[src/hw/rtl/drr_pkg.sv]
// Shared types, constants and byte-level helpers for the discovery request responder.
// Depends on nothing; every module of the block imports it.
package drr_pkg;

    localparam int CountW    = 17;
    localparam int WordW     = 16;
    localparam int IdxW      = 5;
    localparam int PendW     = 5;
    localparam int TunerW    = 5;
    localparam int CfgIndexW = 1;

    localparam logic [CountW-1:0] CountMax = {CountW{1'b1}};
    localparam logic [CountW-1:0] MinFrame = CountW'(8);
    localparam logic [CountW-1:0] HdrLen   = CountW'(8);
    localparam logic [CountW-1:0] TypeEnd  = CountW'(2);
    localparam logic [CountW-1:0] LenEnd   = CountW'(4);

    localparam logic [WordW-1:0] ReqType = 16'h0002;
    localparam logic [WordW-1:0] RpyType = 16'h0003;

    localparam logic [IdxW-1:0] CrcSpan  = IdxW'(19);
    localparam logic [IdxW-1:0] ReplyEnd = IdxW'(22);

    localparam logic [PendW-1:0] PendMax = {PendW{1'b1}};

    localparam logic [31:0] CrcPoly = 32'hEDB88320;
    localparam logic [31:0] CrcInit = 32'hFFFFFFFF;

    localparam logic [7:0] TagDevType  = 8'h01;
    localparam logic [7:0] TagDevId    = 8'h02;
    localparam logic [7:0] TagTuners   = 8'h10;
    localparam logic [31:0] DevTypeVal = 32'h00000001;

    localparam logic [TunerW-1:0] TunerMin = TunerW'(1);
    localparam logic [TunerW-1:0] TunerMax = TunerW'(16);

    localparam logic [CfgIndexW-1:0] CFG_DEVICE_ID   = 1'b0;
    localparam logic [CfgIndexW-1:0] CFG_TUNER_COUNT = 1'b1;

    typedef struct packed {
        logic [7:0] rx_byte;
        logic       rx_last;
    } in_item_t;

    typedef struct packed {
        logic [7:0] tx_byte;
        logic       tx_last;
    } out_item_t;

    typedef struct packed {
        logic [31:0]       device_id;
        logic [TunerW-1:0] tuner_count;
    } cfg_regs_t;

    // One byte of reflected CRC-32, LSB first.
    function automatic logic [31:0] crc32_byte(input logic [31:0] crc_in,
                                               input logic [7:0]  data);
        logic [31:0] c;
        c = crc_in ^ {24'h0, data};
        for (int k = 0; k < 8; k++) begin
            c = c[0] ? (CrcPoly ^ (c >> 1)) : (c >> 1);
        end
        return c;
    endfunction

    // Clamp the reported tuner count into 1..16.
    function automatic logic [7:0] tuner_byte(input logic [TunerW-1:0] tc);
        logic [TunerW-1:0] t;
        t = tc;
        if (t < TunerMin) begin
            t = TunerMin;
        end
        if (t > TunerMax) begin
            t = TunerMax;
        end
        return 8'(t);
    endfunction

    // Fixed and configured bytes 0..18 of the reply.
    function automatic logic [7:0] reply_byte(input logic [IdxW-1:0] idx,
                                              input cfg_regs_t       cfg);
        logic [7:0] b;
        unique case (idx)
            5'd0:    b = RpyType[15:8];
            5'd1:    b = RpyType[7:0];
            5'd2:    b = 8'h00;
            5'd3:    b = 8'h0F;
            5'd4:    b = TagDevType;
            5'd5:    b = 8'h04;
            5'd6:    b = DevTypeVal[31:24];
            5'd7:    b = DevTypeVal[23:16];
            5'd8:    b = DevTypeVal[15:8];
            5'd9:    b = DevTypeVal[7:0];
            5'd10:   b = TagDevId;
            5'd11:   b = 8'h04;
            5'd12:   b = cfg.device_id[31:24];
            5'd13:   b = cfg.device_id[23:16];
            5'd14:   b = cfg.device_id[15:8];
            5'd15:   b = cfg.device_id[7:0];
            5'd16:   b = TagTuners;
            5'd17:   b = 8'h01;
            5'd18:   b = tuner_byte(cfg.tuner_count);
            default: b = 8'h00;
        endcase
        return b;
    endfunction

endpackage

[src/hw/rtl/drr_parser.sv]
// Request parser: byte count, type and length capture, frame-end checks.
// Depends on drr_pkg.
module drr_parser (
    input  logic               aclk,
    input  logic               aresetn,
    input  logic               rx_accept,
    input  drr_pkg::in_item_t  rx_item,
    output logic               frame_ok
);
    import drr_pkg::*;

    logic [CountW-1:0] count_reg, count_next, count_inc;
    logic [WordW-1:0]  type_reg, type_next, type_upd;
    logic [WordW-1:0]  len_reg, len_next, len_upd;
    logic              ok;

    always_comb begin
        count_inc = (count_reg == CountMax) ? count_reg : count_reg + 1'b1;
        type_upd  = type_reg;
        len_upd   = len_reg;
        if (count_reg < TypeEnd) begin
            type_upd = {type_reg[7:0], rx_item.rx_byte};
        end else if (count_reg < LenEnd) begin
            len_upd = {len_reg[7:0], rx_item.rx_byte};
        end
        ok = (count_inc >= MinFrame) && (type_upd == ReqType) &&
             ((CountW'(len_upd) + HdrLen) <= count_inc);

        count_next = count_reg;
        type_next  = type_reg;
        len_next   = len_reg;
        frame_ok   = 1'b0;
        if (rx_accept) begin
            if (rx_item.rx_last) begin
                // frame end: start over whether or not a reply goes out
                frame_ok   = ok;
                count_next = '0;
                type_next  = '0;
                len_next   = '0;
            end else begin
                count_next = count_inc;
                type_next  = type_upd;
                len_next   = len_upd;
            end
        end
    end

    always_ff @(posedge aclk) begin
        if (!aresetn) begin
            count_reg <= '0;
            type_reg  <= '0;
            len_reg   <= '0;
        end else begin
            count_reg <= count_next;
            type_reg  <= type_next;
            len_reg   <= len_next;
        end
    end

endmodule

[src/hw/rtl/drr_reply_gen.sv]
// Reply generator: pending-reply count, byte sequencer, running CRC, output register.
// Depends on drr_pkg.
module drr_reply_gen (
    input  logic               aclk,
    input  logic               aresetn,
    input  logic               frame_ok,
    input  drr_pkg::cfg_regs_t cfg,
    output logic               pend_full,
    output logic               tx_valid,
    input  logic               tx_ready,
    output drr_pkg::out_item_t tx_item
);
    import drr_pkg::*;

    logic [PendW-1:0] pend_reg, pend_next;
    logic [IdxW-1:0]  idx_reg, idx_next, crc_off;
    logic [31:0]      crc_reg, crc_next, crc_base, crc_fin;
    logic             valid_reg, valid_next;
    out_item_t        item_reg, item_next;
    logic             load, done;
    logic [7:0]       cur_byte;

    always_comb begin
        load    = (pend_reg != '0) && (!valid_reg || tx_ready);
        done    = load && (idx_reg == ReplyEnd);
        crc_fin = ~crc_reg;
        crc_off = idx_reg - CrcSpan;

        if (idx_reg < CrcSpan) begin
            cur_byte = reply_byte(idx_reg, cfg);
        end else begin
            unique case (crc_off[1:0])
                2'd0: cur_byte = crc_fin[7:0];
                2'd1: cur_byte = crc_fin[15:8];
                2'd2: cur_byte = crc_fin[23:16];
                2'd3: cur_byte = crc_fin[31:24];
            endcase
        end

        crc_base = (idx_reg == '0) ? CrcInit : crc_reg;
        crc_next = crc_reg;
        idx_next = idx_reg;
        if (load) begin
            if (idx_reg < CrcSpan) begin
                crc_next = crc32_byte(crc_base, cur_byte);
            end
            idx_next = done ? '0 : idx_reg + 1'b1;
        end

        pend_next = pend_reg + PendW'(frame_ok) - PendW'(done);

        valid_next = valid_reg;
        item_next  = item_reg;
        if (load) begin
            valid_next        = 1'b1;
            item_next.tx_byte = cur_byte;
            item_next.tx_last = done;
        end else if (tx_ready) begin
            valid_next = 1'b0;
        end
    end

    always_ff @(posedge aclk) begin
        if (!aresetn) begin
            pend_reg  <= '0;
            idx_reg   <= '0;
            valid_reg <= 1'b0;
        end else begin
            pend_reg  <= pend_next;
            idx_reg   <= idx_next;
            valid_reg <= valid_next;
        end
    end

    always_ff @(posedge aclk) begin
        crc_reg  <= crc_next;
        item_reg <= item_next;
    end

    assign pend_full = (pend_reg == PendMax);
    assign tx_valid  = valid_reg;
    assign tx_item   = item_reg;

endmodule

[src/hw/rtl/discovery_request_responder.sv]
// Top level of the discovery request responder: configuration registers, parser, reply generator.
// Depends on drr_pkg, drr_parser and drr_reply_gen.
//
// The block takes a received datagram one byte per transaction on the s_ channel,
// rx_last flagging the final byte, and accepts a byte in every cycle while s_ready is
// high. At each frame end it checks length (at least 8 bytes), type (0x0002) and that
// the declared payload length plus 8 fits in the received length; the request CRC is ignored.
// A frame that passes queues one 23-byte reply, sent on the m_ channel one byte per
// cycle while m_ready is high: header 00 03 00 0F, tag 01 (value 1), tag 02 (device
// id), tag 10 (tuner count, clamped to 1..16), then CRC-32 of those 19 bytes,
// little-endian, tx_last on the final CRC byte. An accepted final request byte raises
// the pending count; the sequencer then loads each reply byte into the output register,
// folding bytes 0..18 into its running CRC register.
// Up to 31 replies wait in a pending count; s_ready drops only while that count is
// full. Every queued reply uses the configuration current at send time, so write
// cfg_index/cfg_data only while no reply is pending. No clearing pass after reset.
module discovery_request_responder (
    input  logic                                 aclk,
    input  logic                                 aresetn,
    // request byte stream
    input  logic                                 s_valid,
    output logic                                 s_ready,
    input  drr_pkg::in_item_t                    s_payload,
    // reply byte stream
    output logic                                 m_valid,
    input  logic                                 m_ready,
    output drr_pkg::out_item_t                   m_payload,
    // configuration writes
    input  logic                                 cfg_valid,
    output logic                                 cfg_ready,
    input  logic [drr_pkg::CfgIndexW-1:0]        cfg_index,
    input  logic [31:0]                          cfg_data
);
    import drr_pkg::*;

    cfg_regs_t cfg_reg, cfg_next;
    logic      rx_accept;
    logic      frame_ok;
    logic      pend_full;

    // Configuration writes are always accepted; cfg_ready is tied high.
    assign cfg_ready = 1'b1;

    always_comb begin
        cfg_next = cfg_reg;
        if (cfg_valid) begin
            unique case (cfg_index)
                CFG_DEVICE_ID:   cfg_next.device_id   = cfg_data;
                CFG_TUNER_COUNT: cfg_next.tuner_count = cfg_data[TunerW-1:0];
                default:         cfg_next = cfg_reg;
            endcase
        end
    end

    always_ff @(posedge aclk) begin
        if (!aresetn) begin
            cfg_reg.device_id   <= 32'h10000000;
            cfg_reg.tuner_count <= TunerMin;
        end else begin
            cfg_reg <= cfg_next;
        end
    end

    // Hold off requests only when no room is left to remember another reply.
    assign s_ready   = !pend_full;
    assign rx_accept = s_valid && s_ready;

    drr_parser u_parser (
        .aclk     (aclk),
        .aresetn  (aresetn),
        .rx_accept(rx_accept),
        .rx_item  (s_payload),
        .frame_ok (frame_ok)
    );

    drr_reply_gen u_reply (
        .aclk     (aclk),
        .aresetn  (aresetn),
        .frame_ok (frame_ok),
        .cfg      (cfg_reg),
        .pend_full(pend_full),
        .tx_valid (m_valid),
        .tx_ready (m_ready),
        .tx_item  (m_payload)
    );

endmodule

[config.mk]
export PLATFORM = sky130hd
export DESIGN_NAME = discovery_request_responder
export DESIGN_NICKNAME = d
export VERILOG_FILES = /design/src/hw/rtl/drr_pkg.sv /design/src/hw/rtl/drr_parser.sv /design/src/hw/rtl/drr_reply_gen.sv /design/src/hw/rtl/discovery_request_responder.sv
export SDC_FILE = /design/constraint.sdc
export NUM_CORES = 1
export LEC_CHECK = 0
export BUFFER_PORTS_ARGS = -buffer_cell sky130_fd_sc_hd__buf_2
export CORE_UTILIZATION = 30
export DETAILED_ROUTE_END_ITERATION = 10
export PLACE_DENSITY_LB_ADDON = 0.15
export SLEW_MARGIN = 25
export SYNTH_ARGS = -nofsm -noshare
export SYNTH_HDL_FRONTEND = slang
export SYNTH_SLANG_ARGS = --single-unit
[constraint.sdc]
create_clock -name aclk -period 12.7 [get_ports aclk]
set_input_delay 0 -clock aclk [delete_from_list [all_inputs] [get_ports aclk]]
set_output_delay 0 -clock aclk [all_outputs]
set_load 0.02 [all_outputs]
==> flow_summary_export.csv, run 1 <==
group,metric,value,unit
routing,ant_nets,0,
placed_design,placement.io_buffers,57,
grt,first_global_vias,6696,
final_layout,register_area,0.00317,sq mm
logic_synthesis,synth_ff_type,"dfxtp_1",
logic_synthesis,synth_warnings,0,
final_layout,largest_reg_flops,37,
final_layout,drive_gt1_share,12.2,%
routing,wl_per_cell,16.6,um
setup_path,crit_arrival,6.07,ns
logic_synthesis,synth_edf_count,41,
run,maxCapViolations,0,
cts,clock_sinks,138,
final_layout,nets,1100,
grt,grt_pass1_wl,37800,um
cts,post_cts_buffers,0,
routing,first_iter_violations,509,
floorplanning,coreArea,0.0272,sq mm
logic_synthesis,ys_ff_latch,138,
cts,htree_levels,4,
routing,drc,0,
cts,root_buffer,"clkbuf_16",
pwr,vdd_drop_max,0.0707,mV
floorplanning,design.die.area,0.0286,sq mm
placed_design,gp_congestion,0.797,
final_layout,diodes,0,
timing,rsz0062_at_grt,"false",
logic_synthesis,yosysSeqAreaShare,37.9,%
grt,grt_max_degree,98,
floorplanning,io_pins,59,
floorplanning,start_util,30.8,%
pwr,p_per_area,102,mW/mm^2
logic_synthesis,synthCells,951,
setup_path,crit_type,"flop to flop",
floorplanning,fp-row-count,60,
timing,relSlewSlack,36.3,%
setup_path,cp.required,13.02,ns
hold_path,hold_path.class,"primary input to flop",
floorplanning,die_w,169,um
timing,final.setup.tns,0,ns
status,status,"finished, final reports clean",
timing,finClkSkew,0.0129,ns
grt,overflow,0,
final_layout,nFillCells,2834,
cts,clockBufferDepth,2,
cts,clk_pin_slew_worst_paths,0.07,ns
routing,drt-total-wl,23300,um
final_layout,multi_input_area,0.00489,sq mm
logic_synthesis,yosysTopAreaCell,"dfxtp_1",
logic_synthesis,syn_area,0.00837,sq mm
cts,cts-resized-gates,0,
grt,grt_antenna_before_repair,0,
final_layout,syn2layout_area_growth,19.3,%
logic_synthesis,synth.top_cells.by_area,"dfxtp_1 (23%), edfxtp_1 (15%), nand2_1 (5.7%)",
timing,finalHoldViolations,0,
cts,cts.hold.buffers_added,45,
timing,max_freq,174,MHz
logic_synthesis,syn_avg_cell_area,8.80,sq um
logic_synthesis,ys_types,73,
setup_path,cp-start-kind,"flop",
logic_synthesis,synth_top_area_share,23.2,%
timing,slew_viol_final,0,
logic_synthesis,ys_async_sr_fraction,0,%
logic_synthesis,syn_nets,1030,
placed_design,dp_hpwl,15900,um
routing,viasPerCell,4.98,
grt,track_usage,17.0,%
cts,cts_buffers,17,
timing,period_needed,5.75,ns
timing,worstMarginPinSlew,0.952,ns
setup_path,path_max_fanout,13,
floorplanning,die_y,169,um
cts,clock_insertion_delay_worst_skew,0.44,ns
timing,setup_viol,0,
final_layout,utilization,36.7,%
timing,timing.final.crit_share,45.3,%
routing,vias,7000,
setup_path,end_kind,"flop",
pwr,p_leak,3.66,nW
routing,drt_first_pass_iters,5,
cts,cts_tree,"yes",
area by class of cell:
class	count	area share [%]
clock inverters	15	1.49
inverters	22	0.827
repair buffers	111	8.05
flip-flops and latches	138	31.8
well taps	372	4.66
multi-input cells	731	48.9
clock buffers	17	4.26
synth_stat cells, drive strengths merged (9+ instances only):
cell type,n
clkbuf,46
a21oi,28
edfxtp,41
nand4,14
nor2,65
inv,22
xnor2,54
and3,14
nand2,128
mux2i,9
dfxtp,97
o21ai,38
nor2b,48
buf,14
a21boi,41
xor2,42
ha,31
a22oi,42
nand3,31
a21o,10
and2,18
nand2b,12
nor3,14
stage by stage:
stage,hold WS (ns),setup WS [ns],instances,power [mW],instance area (sq um)
floorplan,0.138,7.83,951,0.500,8370
global placement,0.231,7.11,1329,0.521,8950
detailed placement,0.236,7.00,1329,0.521,8960
CTS,0.195,6.98,1406,1.03,9980
global route,0.237,6.46,1406,1.06,9980
finish,0.210,6.95,1406,1.02,9980
worst max-delay path, cell delays in order, from the launching register on:
cell and delay (ns):
dfxtp_1 0.36, nor4_1 0.44, nand4_1 0.30, nor2_1 0.80, nand2_1 0.11, nand2_1 0.13, ha_1 0.29, o21ai_1 0.15
a21o_1 0.22, o21a_1 0.19, nor3_1 0.16, a21oi_1 0.06, ha_1 0.34, a21o_1 0.11, a21oi_1 0.08, and3_1 0.17
a211oi_1 0.22, a311oi_1 0.12, ha_1 0.26, fa_1 0.40, a21oi_1 0.16, nor2_1 0.06, or3_1 0.32, and3_1 0.17
cells in the final DEF, fill, tap and decap left out, types with 12 or more instances in the layout:
cell and instances:
nand3_1 31, inv_1 19, o21ai_0 33, nand2b_1 12, nand2_1 128, nor2b_1 47
dlygate4sd3_1 45, buf_2 57, nor3_1 12, and2_1 18, and3_1 14, dfxtp_1 97
nor2_1 63, nand4_1 14, xor2_1 41, a21boi_0 41, ha_1 31, clkbuf_16 17
xnor2_1 50, a22oi_1 42, edfxtp_1 41, a21oi_1 28
layer usage:
layer  track usage, %  part of all wire, %
met1             25.3                   52
met2             25.0                   43
met3             2.55                  4.1
met4             4.97                  1.3
met5                0                    0
logic make-up after synthesis:
group                    synth area share (%)
multiplexers                             1.61
buffers and inverters                    3.87
other                                  0.0448
AND/OR/NAND/NOR                          22.4
AO/OA/AOI/OAI                            17.9
XOR/XNOR                                 11.5
adder cells (fa/ha/maj)                  4.87
flip-flops                               37.9
power breakdown:
group	total [mW]	switching (mW)	internal, mW
Sequential	0.462	0.00492	0.458
Combinational	0.0586	0.0302	0.0284
Clock	0.496	0.234	0.262
Total	1.02	0.269	0.748
worst paths after layout:
path | startpoint | end | depth (start not counted) | slack (ns)
worst max-delay path | u_parser.count_reg[8] | u_reply.pend_reg[4] | 23 | 6.95
worst min register to register | cfg_reg[8] | cfg_reg[8] | 2 | 0.46
worst min-delay path | s_payload[0] | u_parser.count_reg[9] | 4 | 0.21
worst max register to register | u_parser.count_reg[8] | u_reply.pend_reg[4] | 23 | 6.95
(Power assumes the default switching activity.)
==> run 2, diff against run 1 <==
==> constraint.sdc (replaced) <==
create_clock -name aclk -period 5.91 [get_ports aclk]
set_input_delay 0 -clock aclk [delete_from_list [all_inputs] [get_ports aclk]]
set_output_delay 0 -clock aclk [all_outputs]
set_load 0.02 [all_outputs]
==> run 2 against run 1 <==
  * Hold slack worse by 0.026 ns
  * Final area up 0.35%
  * Global-route usage up 0.12 points
  * Cell count up 0.21%
  * Largest cell class unchanged
==> flow_summary_export.csv, run 2 (synthesis gave the netlist of run 1 again) <==
group,metric,value,unit
status,status,"finished, final reports clean",
grt,overflow,0,
timing,worstMarginPinSlew,0.893,ns
routing,viasPerCell,4.96,
floorplanning,io_pins,59,
routing,drt_first_pass_iters,5,
cts,cts_tree,"yes",
grt,grt_max_degree,98,
final_layout,most-common-layout-cells,"nand2_1 (128), dfxtp_1 (97), nor2_1 (62)",
final_layout,syn2layout_area_growth,19.7,%
routing,drt-total-wl,23300,um
floorplanning,start_util,30.8,%
floorplanning,coreArea,0.0272,sq mm
floorplanning,die_w,169,um
hold_path,hold_depth,4,
pwr,power,2.23,mW
cts,htree_levels,4,
placed_design,dp_hpwl,16000,um
timing,setup_viol,0,
timing,setup_ws,0.660,ns
final_layout,layout_commonest_cell,"nand2_1",
setup_path,cp.required,6.23,ns
final_layout,largest_reg_flops,37,
final_layout,nets,1103,
timing,final.setup.tns,0,ns
grt,grt_antenna_before_repair,0,
cts,clk_pin_slew_worst_paths,0.07,ns
floorplanning,fp-row-count,60,
cts,clock_insertion_delay_worst_skew,0.44,ns
timing,finalHoldViolations,0,
grt,first_global_vias,6747,
final_layout,drive_gt1_share,12.6,%
setup_path,path_max_fanout,7,
cts,root_buffer,"clkbuf_16",
grt,track_usage,17.1,%
placed_design,gp_congestion,0.784,
pwr,p_leak,3.69,nW
timing,timing.final.crit_share,88.8,%
setup_path,crit_arrival,5.57,ns
timing,period_needed,5.25,ns
setup_path,end_kind,"flop",
grt,grt_pass1_wl,38300,um
placed_design,placement.io_buffers,57,
routing,drc,0,
floorplanning,design.die.area,0.0286,sq mm
routing,first_iter_violations,545,
cts,clock_sinks,138,
setup_path,cp-start-kind,"flop",
setup_path,r2r.worst_path.cells,23,
routing,vias,6992,
final_layout,diodes,0,
run,maxCapViolations,0,
placed_design,dpl_worst_slack,0.503,ns
routing,wl_per_cell,16.6,um
routing,ant_nets,0,
cts,cts_buffers,17,
pwr,p_per_area,223,mW/mm^2
final_layout,layoutNonFillerInstCount,1409,
setup_path,crit_type,"flop to flop",
timing,slew_viol_final,0,
timing,rsz0062_at_grt,"false",
timing,relSlewSlack,40.4,%
timing,holdWs,0.184,ns
cts,clockBufferDepth,2,
hold_path,hold_path.class,"primary input to flop",
pwr,vdd_drop_max,0.133,mV
placed_design,place_inst,1333,
timing,max_freq,190,MHz
floorplanning,die_y,169,um
timing,finClkSkew,0.0158,ns
## run 2: cell count changes in the layout (fill, tap and decap cells not counted), moves of 2 or more
| cell | previous run | this run |
|---|---|---|
| buf_4 | 9 | 13 |
| clkinv_8 | 2 | 0 |
| inv_4 | 1 | 3 |
| inv_6 | 6 | 4 |
## run 2: report_power, final
group	internal (mW)	switching, mW	leakage, nW
sequential	0.983	0.0107	1.15
clock	0.611	0.503	0.293
combinational	0.0616	0.0651	2.24
## run 2: area by class of cell
cell class,count,area (sq um)
inverters,22,82.6
multi-input cells,731,4890
clock inverters,14,148
well taps,372,465
flip-flops and latches,138,3170
repair buffers,114,823
clock buffers,18,439
fillers,2870,17200
## run 2: critical path: stages (launching register included)
cell and delay (ns):
dfxtp_1 0.37, nor4_1 0.40, nand4_1 0.30, nor2_2 0.34, nand2_1 0.09, nand2_1 0.11
ha_1 0.29, o21ai_1 0.15, a21o_1 0.22, o21a_1 0.19, nor3_1 0.16, a21oi_1 0.06
ha_1 0.30, a21o_1 0.12, a21oi_1 0.10, and3_1 0.18, a211oi_1 0.25, a311oi_1 0.13
ha_1 0.26, fa_1 0.40, a21oi_1 0.16, nor2_1 0.06, or3_1 0.33, and3_1 0.17
## run 2: metrics by stage
| step | utilization, % | cell area [sq um] |
|---|---|---|
| detailed placement | 33.1 | 8990 |
| global placement | 33.1 | 8980 |
| global route | 36.9 | 10000 |
| floorplan | - | 8370 |
| finish | 36.9 | 10000 |
| CTS | 36.9 | 10000 |
## run 2: repair_timing
item	in CTS	in global routing
buffers inserted	0	0
endpoints found under the hold margin	49	0
endpoints found under the setup margin	0	1
resized for setup	0	1
hold buffers	44	0
## run 2: routing by layer
layer,track usage [%],vias to the layer above,routed length [um],part of all wire (%)
li1,-,3509,-,-
met1,25.3,3329,12100,52
met2,25.5,135,10100,43
met3,2.43,19,859,3.7
met4,4.86,0,263,1.1
met5,0,-,0,0
## run 2: path summary, 6_finish.rpt
kind / end / slack [ns] / startpoint
max: u_reply.pend_reg[4] / 0.66 / u_parser.count_reg[9]
min: u_parser.count_reg[9] / 0.18 / s_payload[0]
max reg2reg: u_reply.pend_reg[4] / 0.66 / u_parser.count_reg[9]
min reg2reg: cfg_reg[23] / 0.47 / cfg_reg[23]
==> run 3, diff against run 2 <==
==> constraint.sdc (replaced) <==
create_clock -name aclk -period 5.2 [get_ports aclk]
set_input_delay 0 -clock aclk [delete_from_list [all_inputs] [get_ports aclk]]
set_output_delay 0 -clock aclk [all_outputs]
set_load 0.02 [all_outputs]
==> run 3 against run 2 <==
  * Combinational power up 14%
  * Clock power rose by 9.9%
  * Critical endpoint unchanged
  * Largest cell class unchanged
  * Global-route usage unchanged
  * Largest power group unchanged
==> flow_summary_export.csv, run 3 (synthesis gave the netlist of run 1 again) <==
group,metric,value,unit
cts,clockBufferDepth,2,
hold_path,worstHoldEndpoint,"u_parser.count_reg[16]",
pwr,power,2.49,mW
setup_path,worstPathCellList,"nor4_2 -> nand4_1 -> buf_4 -> nor2_2 -> nand2_1 -> nand2_1 -> ha_1 -> o21ai_1 -> a21o_1 -> o21a_1 -> nor3_1 -> a21oi_1 -> ha_1 -> a21o_1 -> a21oi_1 -> and3_1 -> a211oi_1 -> a311oi_1 -> ha_1 -> fa_1 -> a21oi_1 -> nor2_1 -> or3_1 -> and3_1",
cts,htree_levels,4,
floorplanning,die_w,169,um
setup_path,r2r.worst_path.cells,24,
pwr,vdd_drop_max,0.147,mV
timing,period_needed,4.79,ns
grt,grt_max_degree,98,
floorplanning,fp-row-count,60,
timing,timing.final.crit_share,92.2,%
timing,holdWs,0.199,ns
setup_path,timing.critical_path.buf_inv,1,
cts,root_buffer,"clkbuf_16",
timing,slew_viol_final,0,
grt,first_global_vias,6833,
timing,worstMarginPinSlew,0.866,ns
pwr,seq_power_share,45.4,%
cts,clock_insertion_delay_worst_skew,0.43,ns
routing,vias,6988,
setup_path,cp.required,5.52,ns
final_layout,layout_commonest_cell,"nand2_1",
setup_path,crit_type,"flop to flop",
final_layout,fin_area,0.0101,sq mm
routing,ant_nets,0,
run,maxCapViolations,0,
setup_path,critical-path-top-delay-family,"simple AND/OR/NAND/NOR gates",
pwr,internal_power,1.83,mW
grt,grt_pass1_wl,38300,um
pwr,clkPwrFrac,48.8,%
timing,finalHoldViolations,0,
routing,drt-total-wl,23400,um
final_layout,diodes,0,
floorplanning,start_util,30.8,%
cts,cts_buffers,17,
setup_path,r2r_start,"u_parser.count_reg[8]",
timing,setup_viol,0,
setup_path,rrSetupSlack,0.41,ns
pwr,p_sw,662,uW
final_layout,nFillCells,2870,
timing,finClkSkew,0.0147,ns
timing,final.setup.tns,0,ns
final_layout,utilization,37.1,%
grt,grt_antenna_before_repair,0,
floorplanning,design.die.area,0.0286,sq mm
pwr,p_leak,3.73,nW
placed_design,dpl_worst_slack,0.238,ns
final_layout,drive_gt1_share,13.6,%
cts,clock_sinks,138,
grt,track_usage,17.1,%
placed_design,place_inst,1342,
final_layout,nets,1113,
setup_path,crit_arrival,5.11,ns
timing,rsz0062_at_grt,"false",
floorplanning,die_y,169,um
cts,cts_tree,"yes",
routing,viasPerCell,4.92,
setup_path,cp-start-kind,"flop",
grt,overflow,0,
timing,setup_ws,0.406,ns
cts,clk_pin_slew_worst_paths,0.07,ns
final_layout,syn2layout_area_growth,20.6,%
timing,relSlewSlack,42.2,%
hold_path,hold_path.class,"primary input to flop",
pwr,power_frac_comb,5.8,%
routing,drt_first_pass_iters,5,
setup_path,slowest_stage,"fa_1",
status,status,"finished, final reports clean",
setup_path,path_max_fanout,5,
routing,drc,0,
routing,first_iter_violations,478,
routing,wl_per_cell,16.5,um
floorplanning,io_pins,59,
hold_path,hold_depth,5,
timing,max_freq,209,MHz
placed_design,placement.io_buffers,57,
pwr,swShare,26.6,%
setup_path,critical_path.startpoint,"u_parser.count_reg[8]",
placed_design,placedInstanceArea,0.00905,sq mm
pwr,p_per_area,247,mW/mm^2
setup_path,max_stage_delay,0.40,ns
hold_path,hold_start,"s_valid",
floorplanning,coreArea,0.0272,sq mm
final_layout,most-common-layout-cells,"nand2_1 (128), dfxtp_1 (97), nor2_1 (63)",
placed_design,dp_hpwl,16300,um
setup_path,r2r-end,"u_reply.pend_reg[4]",
setup_path,end_kind,"flop",
placed_design,gp_congestion,0.803,
final_layout,largest_reg_flops,37,
final_layout,layoutNonFillerInstCount,1419,
==> run 3: cell count changes in the layout (fill, tap and decap cells not counted), sizes merged <==
cell	previous run	this run
clkbuf	18	17
clkinv	0	5
bufinv	1	0
inv	34	31
buf	70	80
==> run 3: per-layer routing <==
layer	track usage, %	share of wire, %	vias up
li1	-	-	3534
met1	25.0	51	3299
met2	25.9	44	144
met3	3.11	4.6	11
met4	3.92	0.69	0
met5	0	0	-
==> run 3: how the worst max path moves through the flow <==
stage	end	slack (ns)	cells past startpoint
6_report	u_reply.pend_reg[4]	0.41	24
5_1_grt	u_reply.pend_reg[4]	0.06	24
4_1_cts	u_reply.pend_reg[4]	0.21	23
3_5_place_dp	u_reply.pend_reg[4]	0.24	23
3_3_place_gp	u_reply.pend_reg[4]	0.41	23
2_1_floorplan	u_reply.pend_reg[4]	0.33	25
==> run 3: area by class of cell <==
cell class	instances	area (sq um)	share of cell area [%]
Clock buffer	17	425	4.21
Clock inverter	15	151	1.50
Inverter	22	82.6	0.818
Multi-Input combinational cell	731	4900	48.5
Sequential cell	138	3170	31.4
Tap cell	372	465	4.61
Timing Repair Buffer	124	898	8.90
==> run 3: power by group through the flow <==
stage                     registers, mW  clock network (mW)  logic [mW]
after global routing               1.13                1.28       0.161
after detailed placement           1.15                   0       0.120
after floorplan                    1.15                   0      0.0723
after CTS                          1.13                1.24       0.146
final                              1.13                1.22       0.145
after global placement             1.15                   0       0.120
==> run 3: worst min-delay path: cells and delay by family <==
| kind | cells | cell delay, ns |
|---|---|---|
| buffers and inverters | 2 | 0.30 |
| and+or+nand+nor | 2 | 0.10 |
| AOI/OAI and AO/OA | 1 | 0.17 |
==> run 3: timing repair <==
| item | in CTS | in global routing |
|---|---|---|
| gates resized for setup | 0 | 3 |
| hold buffers | 44 | 0 |
| buffers inserted | 0 | 1 |
| endpoints found under the setup margin | 0 | 1 |
| endpoints found under the hold margin | 49 | 0 |
